<file path="src/assert_macros.svh">
// concurrent assertion helpers, clocked on i_clk and held off during reset
`ifndef ASSERT_MACROS_SVH
`define ASSERT_MACROS_SVH

`ifndef ASSERT_OFF

// same-cycle implication
`define ASSERT_IMPL(label, ante, cons) \
    label: assert property (@(posedge i_clk) disable iff (!i_rst_n) (ante) |-> (cons)) \
        else $error("assertion failed");

// next-cycle implication
`define ASSERT_NEXT(label, ante, cons) \
    label: assert property (@(posedge i_clk) disable iff (!i_rst_n) (ante) |=> (cons)) \
        else $error("assertion failed");

`else

`define ASSERT_IMPL(label, ante, cons)
`define ASSERT_NEXT(label, ante, cons)

`endif

`endif

</file>
<file path="src/itoa_pkg.sv">
`default_nettype none

package itoa_pkg;

    localparam int VALUE_BITS  = 16;
    localparam int FIELD_BITS  = 16;
    localparam int NUM_BITS    = (VALUE_BITS < FIELD_BITS) ? VALUE_BITS : FIELD_BITS;
    localparam int STEP_W      = $clog2(NUM_BITS);
    localparam int DIGIT_SLOTS = 16;
    localparam int CNT_W       = $clog2(DIGIT_SLOTS + 1);
    localparam int STACK_W     = DIGIT_SLOTS * 4;

    localparam logic [7:0] RADIX_MIN   = 8'd2;
    localparam logic [7:0] RADIX_MAX   = 8'd16;
    localparam logic [7:0] RADIX_RESET = 8'd10;

    localparam logic [6:0] ASCII_ZERO = 7'h30;
    localparam logic [6:0] ASCII_A    = 7'h41;

    typedef logic [6:0] t_char;

    function automatic t_char digit_ascii(input logic [3:0] d);
        t_char c;
        if (d < 4'd10) begin
            c = ASCII_ZERO + {3'b000, d};
        end else begin
            c = ASCII_A + {3'b000, d - 4'd10};
        end
        return c;
    endfunction

endpackage

`default_nettype wire

</file>
<file path="src/itoa_in_if.sv">
`default_nettype none

interface itoa_in_if;
    logic        valid;
    logic        ready;
    logic [15:0] value;

    modport source (output valid, output value, input ready);
    modport sink   (input valid, input value, output ready);
endinterface

`default_nettype wire

</file>
<file path="src/itoa_out_if.sv">
`default_nettype none

interface itoa_out_if;
    logic       valid;
    logic       ready;
    logic [6:0] digit_char;
    logic       is_last;
    logic       is_empty;

    modport source (output valid, output digit_char, output is_last, output is_empty,
                    input ready);
    modport sink   (input valid, input digit_char, input is_last, input is_empty,
                    output ready);
endinterface

`default_nettype wire

</file>
<file path="src/itoa_cfg_if.sv">
`default_nettype none

interface itoa_cfg_if;
    logic       valid;
    logic       ready;
    logic [7:0] data;

    modport source (output valid, output data, input ready);
    modport sink   (input valid, input data, output ready);
endinterface

`default_nettype wire

</file>
<file path="src/integer_to_ascii_radix.sv">
// integer_to_ascii_radix: writes an unsigned number as ASCII digits in radix 2..16
// channels: i_in_ch takes one number per item, o_out_ch gives one character per
// item, most significant digit first, with is_last on the final character.
// i_cfg_ch writes the radix register (always ready, reset value 10); write it
// only while the block is idle. a radix outside 2..16 gives one item with
// is_empty and is_last set and digit_char zero. zero converts to a single '0'.
// timing: one restoring divider, one quotient bit per cycle, is shared by all
// digits; all digits of a number are divided out before the first is output.
// the input is not ready from acceptance until the last character is taken.
// a stalled receiver simply holds the current character; nothing is lost.
// reset (synchronous, active low) returns to idle and sets the radix to 10.
`default_nettype none
`include "assert_macros.svh"

module integer_to_ascii_radix
    import itoa_pkg::*;
(
    input  wire        i_clk,
    input  wire        i_rst_n,
    itoa_cfg_if.sink   i_cfg_ch,
    itoa_in_if.sink    i_in_ch,
    itoa_out_if.source o_out_ch
);

    localparam logic [1:0] S_IDLE = 2'd0;
    localparam logic [1:0] S_DIV  = 2'd1;
    localparam logic [1:0] S_EMIT = 2'd2;

    logic [1:0]          r_state, n_state;
    logic [7:0]          r_radix;
    logic [4:0]          r_div, n_div;
    logic [NUM_BITS-1:0] r_quo, n_quo;
    logic [3:0]          r_rem, n_rem;
    logic [STEP_W-1:0]   r_step, n_step;
    logic [CNT_W-1:0]    r_cnt, n_cnt;
    logic [STACK_W-1:0]  r_stack, n_stack;
    logic                r_empty, n_empty;

    logic [4:0]          trial;
    logic                fits;
    logic [3:0]          rem_step;
    logic [NUM_BITS-1:0] quo_step;
    logic                radix_ok;
    logic                in_acc, out_acc;

    assign i_cfg_ch.ready = 1'b1;

    assign i_in_ch.ready       = (r_state == S_IDLE);
    assign o_out_ch.valid      = (r_state == S_EMIT);
    assign o_out_ch.digit_char = r_empty ? 7'd0 : digit_ascii(r_stack[3:0]);
    assign o_out_ch.is_last    = (r_cnt == CNT_W'(1));
    assign o_out_ch.is_empty   = r_empty;

    assign in_acc   = i_in_ch.valid && i_in_ch.ready;
    assign out_acc  = o_out_ch.valid && o_out_ch.ready;
    assign radix_ok = (r_radix >= RADIX_MIN) && (r_radix <= RADIX_MAX);

    // one restoring division step
    assign trial    = {r_rem, r_quo[NUM_BITS-1]};
    assign fits     = (trial >= r_div);
    assign rem_step = fits ? 4'(trial - r_div) : trial[3:0];
    assign quo_step = {r_quo[NUM_BITS-2:0], fits};

    always_comb begin
        n_state = r_state;
        n_div   = r_div;
        n_quo   = r_quo;
        n_rem   = r_rem;
        n_step  = r_step;
        n_cnt   = r_cnt;
        n_stack = r_stack;
        n_empty = r_empty;
        case (r_state)
            S_IDLE: begin
                if (in_acc) begin
                    n_div   = r_radix[4:0];
                    n_quo   = NUM_BITS'(i_in_ch.value);
                    n_rem   = 4'd0;
                    n_step  = '0;
                    n_stack = '0;
                    if (radix_ok) begin
                        n_empty = 1'b0;
                        n_cnt   = '0;
                        n_state = S_DIV;
                    end else begin
                        n_empty = 1'b1;
                        n_cnt   = CNT_W'(1);
                        n_state = S_EMIT;
                    end
                end
            end
            S_DIV: begin
                n_quo = quo_step;
                n_rem = rem_step;
                if (r_step == STEP_W'(NUM_BITS - 1)) begin
                    // digit done: push remainder, go on with the quotient
                    n_stack = {r_stack[STACK_W-5:0], rem_step};
                    n_cnt   = r_cnt + CNT_W'(1);
                    n_rem   = 4'd0;
                    n_step  = '0;
                    if (quo_step == '0 || n_cnt == CNT_W'(DIGIT_SLOTS)) begin
                        n_state = S_EMIT;
                    end
                end else begin
                    n_step = r_step + STEP_W'(1);
                end
            end
            S_EMIT: begin
                if (out_acc) begin
                    n_stack = {4'd0, r_stack[STACK_W-1:4]};
                    n_cnt   = r_cnt - CNT_W'(1);
                    if (r_cnt == CNT_W'(1)) begin
                        n_state = S_IDLE;
                    end
                end
            end
            default: begin
                n_state = S_IDLE;
            end
        endcase
    end

    always_ff @(posedge i_clk) begin
        if (!i_rst_n) begin
            r_state <= S_IDLE;
            r_radix <= RADIX_RESET;
            r_cnt   <= '0;
            r_step  <= '0;
            r_empty <= 1'b0;
        end else begin
            r_state <= n_state;
            r_cnt   <= n_cnt;
            r_step  <= n_step;
            r_empty <= n_empty;
            if (i_cfg_ch.valid && i_cfg_ch.ready) begin
                r_radix <= i_cfg_ch.data;
            end
        end
    end

    always_ff @(posedge i_clk) begin
        r_div   <= n_div;
        r_quo   <= n_quo;
        r_rem   <= n_rem;
        r_stack <= n_stack;
    end

    `ASSERT_IMPL(a_no_overlap, i_in_ch.ready, !o_out_ch.valid)
    `ASSERT_NEXT(a_last_frees_input, out_acc && o_out_ch.is_last, i_in_ch.ready)
    `ASSERT_IMPL(a_empty_is_last, o_out_ch.valid && o_out_ch.is_empty, o_out_ch.is_last)
    `ASSERT_IMPL(a_cnt_bound, r_state == S_EMIT,
                 r_cnt != CNT_W'(0) && r_cnt <= CNT_W'(DIGIT_SLOTS))

endmodule

`default_nettype wire

</file>
<file path="src/flat_wrapper.sv">
// flat-port wrapper written by rule: the top's interface ports become plain ports
module integer_to_ascii_radix_flat import itoa_pkg::*;
  (i_clk, i_rst_n, i_cfg_ch_valid, i_cfg_ch_data, i_cfg_ch_ready, i_in_ch_valid, i_in_ch_value, i_in_ch_ready, o_out_ch_valid, o_out_ch_digit_char, o_out_ch_is_last, o_out_ch_is_empty, o_out_ch_ready);
  itoa_cfg_if i_cfg_ch_i ();
  itoa_in_if i_in_ch_i ();
  itoa_out_if o_out_ch_i ();
  input  wire i_clk;
  input  wire i_rst_n;
  input wire logic [$bits(i_cfg_ch_i.valid)-1:0] i_cfg_ch_valid;
  input wire logic [$bits(i_cfg_ch_i.data)-1:0] i_cfg_ch_data;
  output wire logic [$bits(i_cfg_ch_i.ready)-1:0] i_cfg_ch_ready;
  input wire logic [$bits(i_in_ch_i.valid)-1:0] i_in_ch_valid;
  input wire logic [$bits(i_in_ch_i.value)-1:0] i_in_ch_value;
  output wire logic [$bits(i_in_ch_i.ready)-1:0] i_in_ch_ready;
  output wire logic [$bits(o_out_ch_i.valid)-1:0] o_out_ch_valid;
  output wire logic [$bits(o_out_ch_i.digit_char)-1:0] o_out_ch_digit_char;
  output wire logic [$bits(o_out_ch_i.is_last)-1:0] o_out_ch_is_last;
  output wire logic [$bits(o_out_ch_i.is_empty)-1:0] o_out_ch_is_empty;
  input wire logic [$bits(o_out_ch_i.ready)-1:0] o_out_ch_ready;
  assign i_cfg_ch_i.valid = i_cfg_ch_valid;
  assign i_cfg_ch_i.data = i_cfg_ch_data;
  assign i_cfg_ch_ready = i_cfg_ch_i.ready;
  assign i_in_ch_i.valid = i_in_ch_valid;
  assign i_in_ch_i.value = i_in_ch_value;
  assign i_in_ch_ready = i_in_ch_i.ready;
  assign o_out_ch_valid = o_out_ch_i.valid;
  assign o_out_ch_digit_char = o_out_ch_i.digit_char;
  assign o_out_ch_is_last = o_out_ch_i.is_last;
  assign o_out_ch_is_empty = o_out_ch_i.is_empty;
  assign o_out_ch_i.ready = o_out_ch_ready;
  integer_to_ascii_radix u_core (.i_clk(i_clk), .i_rst_n(i_rst_n), .i_cfg_ch(i_cfg_ch_i), .i_in_ch(i_in_ch_i), .o_out_ch(o_out_ch_i));
endmodule
</file>
<file path="config.mk">
export PLATFORM = sky130hd
export DESIGN_NAME = integer_to_ascii_radix_flat
export DESIGN_NICKNAME = d
export VERILOG_FILES = /design/src/itoa_pkg.sv /design/src/itoa_in_if.sv /design/src/itoa_out_if.sv /design/src/itoa_cfg_if.sv /design/src/integer_to_ascii_radix.sv /design/src/flat_wrapper.sv
export VERILOG_INCLUDE_DIRS = /design/src /design/src/src
export SDC_FILE = /design/constraint.sdc
export NUM_CORES = 1
export LEC_CHECK = 0
export BUFFER_PORTS_ARGS = -buffer_cell sky130_fd_sc_hd__buf_2
export CORE_MARGIN = 8
export CORE_UTILIZATION = 60
export CTS_BUF_LIST = sky130_fd_sc_hd__clkbuf_8
export DETAILED_ROUTE_END_ITERATION = 16
export GPL_TIMING_DRIVEN = 0
export PLACE_DENSITY = 0.8
export RECOVER_POWER = 100
export SYNTH_ARGS = -nofsm -noshare
export SYNTH_HDL_FRONTEND = slang
export SYNTH_SLANG_ARGS = --single-unit
</file>
<file path="constraint.sdc">
create_clock -name i_clk -period 5 [get_ports i_clk]
set_input_delay 0.25 -clock i_clk [delete_from_list [all_inputs] [get_ports i_clk]]
set_output_delay 0.25 -clock i_clk [all_outputs]
set_load 0.02 [all_outputs]
</file>
* After elaboration in Yosys (flattened, before gate mapping) *
Cells that the tools add are included.

cells by class
  add/subtract/negate cells = 7
  multipliers = 0
  divide/modulo/power cells = 0
  $lt $le $gt $ge = 4
  equality and inequality tests = 10
  shifts and indexed selects = 0
  multiplexer cells = 27
  bitwise operators = 0
  reductions and logical operators = 12

operators with widths
  cell                                                                                 number
  64-bit two-way mux                                                                   3
  64-bit case mux with 3 select lines                                                  1
  16-bit case mux with 2 select lines                                                  1
  16-bit logical NOT                                                                   1
  16-bit two-way mux                                                                   1
  4-bit two-way mux                                                                    4
  4-bit case mux with 2 select lines                                                   2
  5-bit two-way mux                                                                    3
  5-bit case mux with 3 select lines                                                   1
  7-bit two-way mux                                                                    2
  2-bit two-way mux                                                                    6
  8-bit by 2-bit greater-or-equal comparator with 1-bit output, second input constant  1
  8-bit by 5-bit <= comparator with 1-bit output, second input constant                1
  6-bit by 4-bit adder with 7-bit output, first input constant                         1
  7-bit by 4-bit adder with 7-bit output, first input constant                         1
  2-bit != test, second input constant                                                 3
  2-bit case mux with 3 select lines                                                   1
  5-bit by 1-bit adder with 5-bit output, second input constant                        1
  5-bit by 1-bit == test with 1-bit output, second input constant                      1
  5-bit == test, second input constant                                                 1
  5-bit greater-or-equal comparator                                                    1
  5-bit AND reduction                                                                  1
  5-bit by 1-bit subtractor with 5-bit output, second input constant                   1
  4-bit by 1-bit adder with 4-bit output, second input constant                        1
  15 further kinds                                                                     20

storage, ports and cells
  flip-flop bits (word level) = 109
  latch bits = 0
  RAM bits = 0
  bits in read-only memories = 0
  input port bits = 29
  output and inout port bits = 12
  logic and storage cells = 69
  memories = 0

* Depth between registers and ports, before layout *
  depth after elaboration = 6
  mapped depth = 8
  mapped depth without buffers = 8

* Least setup slack after synthesis *
No wires, ideal clock.

  kind = register to register
  from = reg u_core.r_state[0]
  to = reg u_core.r_cnt[4]
  setup time = 0.065 ns
  arrival time = 4.133 ns
  setup slack = 0.802 ns
  stages on the path, launching flop included = 9
  period minus slack after synthesis = 4.198 ns
  path through = dfxtp_1 -> inv_1 -> ha_1 -> buf_6 -> nor2b_4 -> a2111oi_4 -> nand2_1 -> o32a_1 -> nor2_1

between the ends
  longest elaborated chain between the ends = 4
  elaborated cells between the ends (all ways) = 11
  classes of those cells = 5 x eq/ne; 1 x mux; 5 x reduce/logical

ends and longest elaborated chain
  element                        line                           text
  start, declared                integer_to_ascii_radix.sv:29   logic [1:0] r_state, n_state;
  start signal, assigned         integer_to_ascii_radix.sv:131  r_state <= n_state;
  2-bit == test (*)              integer_to_ascii_radix.sv:49   assign o_out_ch.valid = (r_state == S_EMIT);
  via o_out_ch_valid             flat_wrapper.sv:15             output wire logic [$bits(o_out_ch_i.valid)-1:0] o_out_ch_valid;
  1-bit logical AND              integer_to_ascii_radix.sv:55   assign out_acc = o_out_ch.valid && o_out_ch.ready;
  2-bit != test (no line)        -
  4-bit AND reduction (no line)  -
  end signal, assigned           integer_to_ascii_radix.sv:132  r_cnt <= n_cnt;
  end, declared                  integer_to_ascii_radix.sv:35   logic [CNT_W-1:0] r_cnt, n_cnt;

The timed path passes the listed nets; every way through them passes the cells marked *.
A chain may end at the register's enable or synchronous reset.

* Worst setup path after layout *
  from = reg u_core.r_state[0]
  to = reg u_core.r_stack[11], enable pin

between the ends
  longest elaborated chain between the ends = 4
  elaborated cells between the ends (all ways) = 10
  classes of those cells = 5 x eq/ne; 5 x reduce/logical

ends and longest elaborated chain
  element                                             line                                                                                      text
  2-bit == test or 2-bit logical NOT (tied branches)  integer_to_ascii_radix.sv:49, integer_to_ascii_radix.sv:73, integer_to_ascii_radix.sv:48
  1-bit logical AND (on tied branches)                integer_to_ascii_radix.sv:55, integer_to_ascii_radix.sv:54
  2-bit != test (no line)                             -
  4-bit AND reduction (no line) (*)                   -
  end signal, assigned                                integer_to_ascii_radix.sv:145                                                             r_stack <= n_stack;
  end, declared                                       integer_to_ascii_radix.sv:36                                                              logic [STACK_W-1:0] r_stack, n_stack;

Every way passes the cells marked *; elsewhere a longest branch is shown, timed or not.

==> summary.txt <==
Clock tree
  • Hold Buf Count CTS: 0
  • # Post-CTS Setup Buffers: 0
  • Root Driver: clkbuf_8
  • # clock sinks: ~110
  • Worst-Skew Late Latency: between 0.3 and 0.4 ns
  • Clock slew at reported path FFs: 0.10 ns
  • CTS tree: done
  • CTS H-tree lvls: 3
  • Max clock buf depth: 2
  • Post-CTS sizing: 0
  • TritonCTS Buffers: 9

Timing
  • Final cycle utilization of the critical path: 0.7114
  • Final worst slack: 1.443 ns
  • Slew Viols, Final: 0
  • Post-Route Setup TNS: 0 ns
  • RSZ-0062 raised after global routing: no
  • Hold_ws: between 0.08 and 0.09 ns
  • Slew @ Worst Pin: 1.350 ns
  • Final setup fails: 0
  • Worst Clk Skew: 0.006845 ns
  • Fin crit period: 3.557 ns
  • Slew HR: 0.07706
  • Peak Freq: ~280 MHz
  • Final hold violations: 0

Die
  • Die width: 108.4 µm
  • CORE AREA: 8258 µm²
  • Die height: ~110 µm
  • Row Count: 33
  • Die area: 11750 µm²
  • Starting Density: 0.6206
  • Num ports: 41

GRT
  • Total GRT Usage: 0.1914
  • Largest net degree at the start of global routing: 21
  • First-pass GRT wire length: between 15000 and 20000 µm
  • Grt ovf: 0
  • Antenna violations before repair: 0
  • Vias in the first global route: 3559

Setup path
  • Worst Setup Path Type: flip-flop to flip-flop
  • CP arrival: 3.64 ns
  • Reg2Reg Setup Slack: around 1.4 ns
  • CP Capture Point: u_core.r_stack[11]
  • Worst R2R Start: u_core.r_state[0]
  • Worst reg2reg path endpoint: u_core.r_stack[11]
  • Critical Path RT: ~5 ns
  • Kind of end point of the critical path: flip-flop
  • CP Launch Type: flip-flop
  • Crit Path Max Fanout: 16
  • Setup crit start: u_core.r_state[0]
  • R2R depth: 8

Final layout
  • Ant. Diodes: 0
  • Share of post-route cells with drive strength above 1: 0.1447
  • Filler cells: 612
  • Finished Core Util: 0.6877
  • Multi-input logic area: between 1500 and 2000 µm²
  • Storage element area: 3073 µm²
  • Nets: 505
  • Layout area overhead: 10.82%

Placed design
  • Detail Placement HPWL: 7344 µm
  • IO Port Bufs: 37
  • GPL Wtd Cong: 0.8791
  • Pre-CTS setup slack: 2.516 ns

Synth
  • Syn_nets: 452
  • Post-synth ARST share: 0
  • Yosys reg bits: 109
  • Top FF cell, synth: edfxtp_1
  • Netlist cell types: 53
  • Mapped Avg Cell Area: 12.65 µm²
  • Post-synth EDFFs: 89
  • Post-synthesis sequential area ratio: 0.5996
  • Cell Area, Synth: slightly above 5000 µm²
  • Synth warn: 0
  • Post-Synthesis Cells: 405

Run status
  • Status: completed

Drt
  • Vias per cell: 6.106
  • Drt pass-1 iters: 4
  • Drt wl/cell: 18.84 µm
  • Final ANT Viol Nets: 0
  • DR DRC count: 0
  • Initial DRC Count: between 200 and 250
  • Routed wire length: 10700 µm
  • Vias: 3468

Power
  • Leakage: 2.139 nW
  • PD cells: 628.5 nW/µm²
  • Tot Pwr: approximately 3.6 mW
  • IR drop worst, VDD: ~0.28 mV

Min path
  • Min-Delay Path Class: primary input to flip-flop

Flow run
  • Max-cap viol count: 0
[cell usage after synthesis (9+ instances only)]
cell type,count,share of area
inv_1,21,0.015
dfxtp_1,20,0.078
nor2_1,30,0.022
clkbuf_1,20,0.015
nand2_1,25,0.018
a22o_1,54,0.092
mux2i_1,12,0.023
a21oi_1,9,0.0088
edfxtp_1,89,0.52
ha_1,17,0.042
o21ai_0,15,0.015
mux2_2,16,0.035
[layout make-up]
class / instances / area share
buffer: 26 / 0.01917
clock buffer: 10 / 0.02423
clock inverter: 6 / 0.01608
inverter: 21 / 0.01388
multi-input combinational: 249 / 0.3221
sequential: 109 / 0.5411
tap: 105 / 0.02313
timing repair buffer: 42 / 0.04032
[critical path, stage by stage, from the launching register on]
cell and delay, ns:
dfxtp_1 0.40, inv_1 0.08, ha_1 0.23, buf_6 0.15, nor2b_1 0.13, a2111oi_0 1.13
clkbuf_1 0.69, buf_8 0.24, buf_6 0.19
[sequential cells by signal (all words and copies together) (netlist names)]
name and cells:
u_core.r_state 2, u_core.o_out_ch.is_empty 1, u_core.r_cnt 5, u_core.r_stack 64, u_core.r_step 4, u_core.r_quo 16, u_core.r_div 5, u_core.r_radix 8
u_core.r_rem 4
[report_power, final]
part           internal, mW  switching [mW]
clock                 0.299           0.302
sequential             1.53           0.250
combinational         0.418           0.772
[stage by stage]
step	instances	instance area, µm²
4_1_cts	568	5734
3_5_place_dp	552	5505
2_1_floorplan	405	5125
5_1_grt	568	5679
3_3_place_gp	547	5441
6_report	568	5679
[logic make-up after synthesis]
group,synth area share
flops,0.5996
compound gates,0.1572
simple gates,0.09448
buf+inv,0.03711
mux,0.05859
fa+ha+maj,0.04541
xor+xnor,0.006837
other cells,0.0007317
[layer usage]
layer	global-route usage	part of all wire	vias to the layer above
li1	-	-	1641
met1	0.2294	0.42	1717
met2	0.3304	0.52	99
met3	0.05294	0.048	11
met4	0.05279	0.012	0
met5	0	0	-
[cells in the final DEF (no fill, tap or decap), types with 2 or more instances in the layout]
master / Yosys / final
a221oi_1: 2 / 2
nor3_1: 3 / 3
mux2i_1: 12 / 12
a211oi_1: 2 / 2
nor2b_1: 4 / 5
and2_0: 0 / 4
inv_1: 21 / 21
nand4_1: 4 / 4
clkbuf_8: 0 / 10
nand2b_1: 4 / 4
and3_1: 5 / 5
xor2_1: 2 / 2
xnor2_1: 2 / 2
o21a_1: 2 / 2
mux2_2: 16 / 15
a22o_1: 54 / 54
nor4_1: 4 / 4
inv_6: 0 / 2
or4_1: 2 / 2
bufinv_16: 0 / 2
nand3_1: 4 / 4
nor2_1: 30 / 30
buf_2: 2 / 27
dfxtp_1: 20 / 20
clkbuf_1: 20 / 34
buf_8: 0 / 2
o221ai_1: 3 / 4
o21ai_0: 15 / 16
a31oi_1: 2 / 2
buf_6: 1 / 3
a21oi_1: 9 / 9
edfxtp_1: 89 / 89
nand2_1: 25 / 25
ha_1: 17 / 17
[worst min path at each step]
stage | slack, ns | endpoint | from | depth (start not counted)
floorplan | 0.38 | u_core.r_radix[1] | i_cfg_ch_data[1] | 2
global placement | 0.45 | u_core.r_div[0] | u_core.r_radix[0] | 0
detailed placement | 0.45 | u_core.r_div[0] | u_core.r_radix[0] | 0
CTS | 0.08 | u_core.r_radix[3] | i_cfg_ch_data[3] | 3
global route | 0.09 | u_core.r_radix[0] | i_cfg_ch_data[0] | 3
finish | 0.08 | u_core.r_radix[1] | i_cfg_ch_data[1] | 3
No activity file was read; power rests on OpenSTA's default activity.
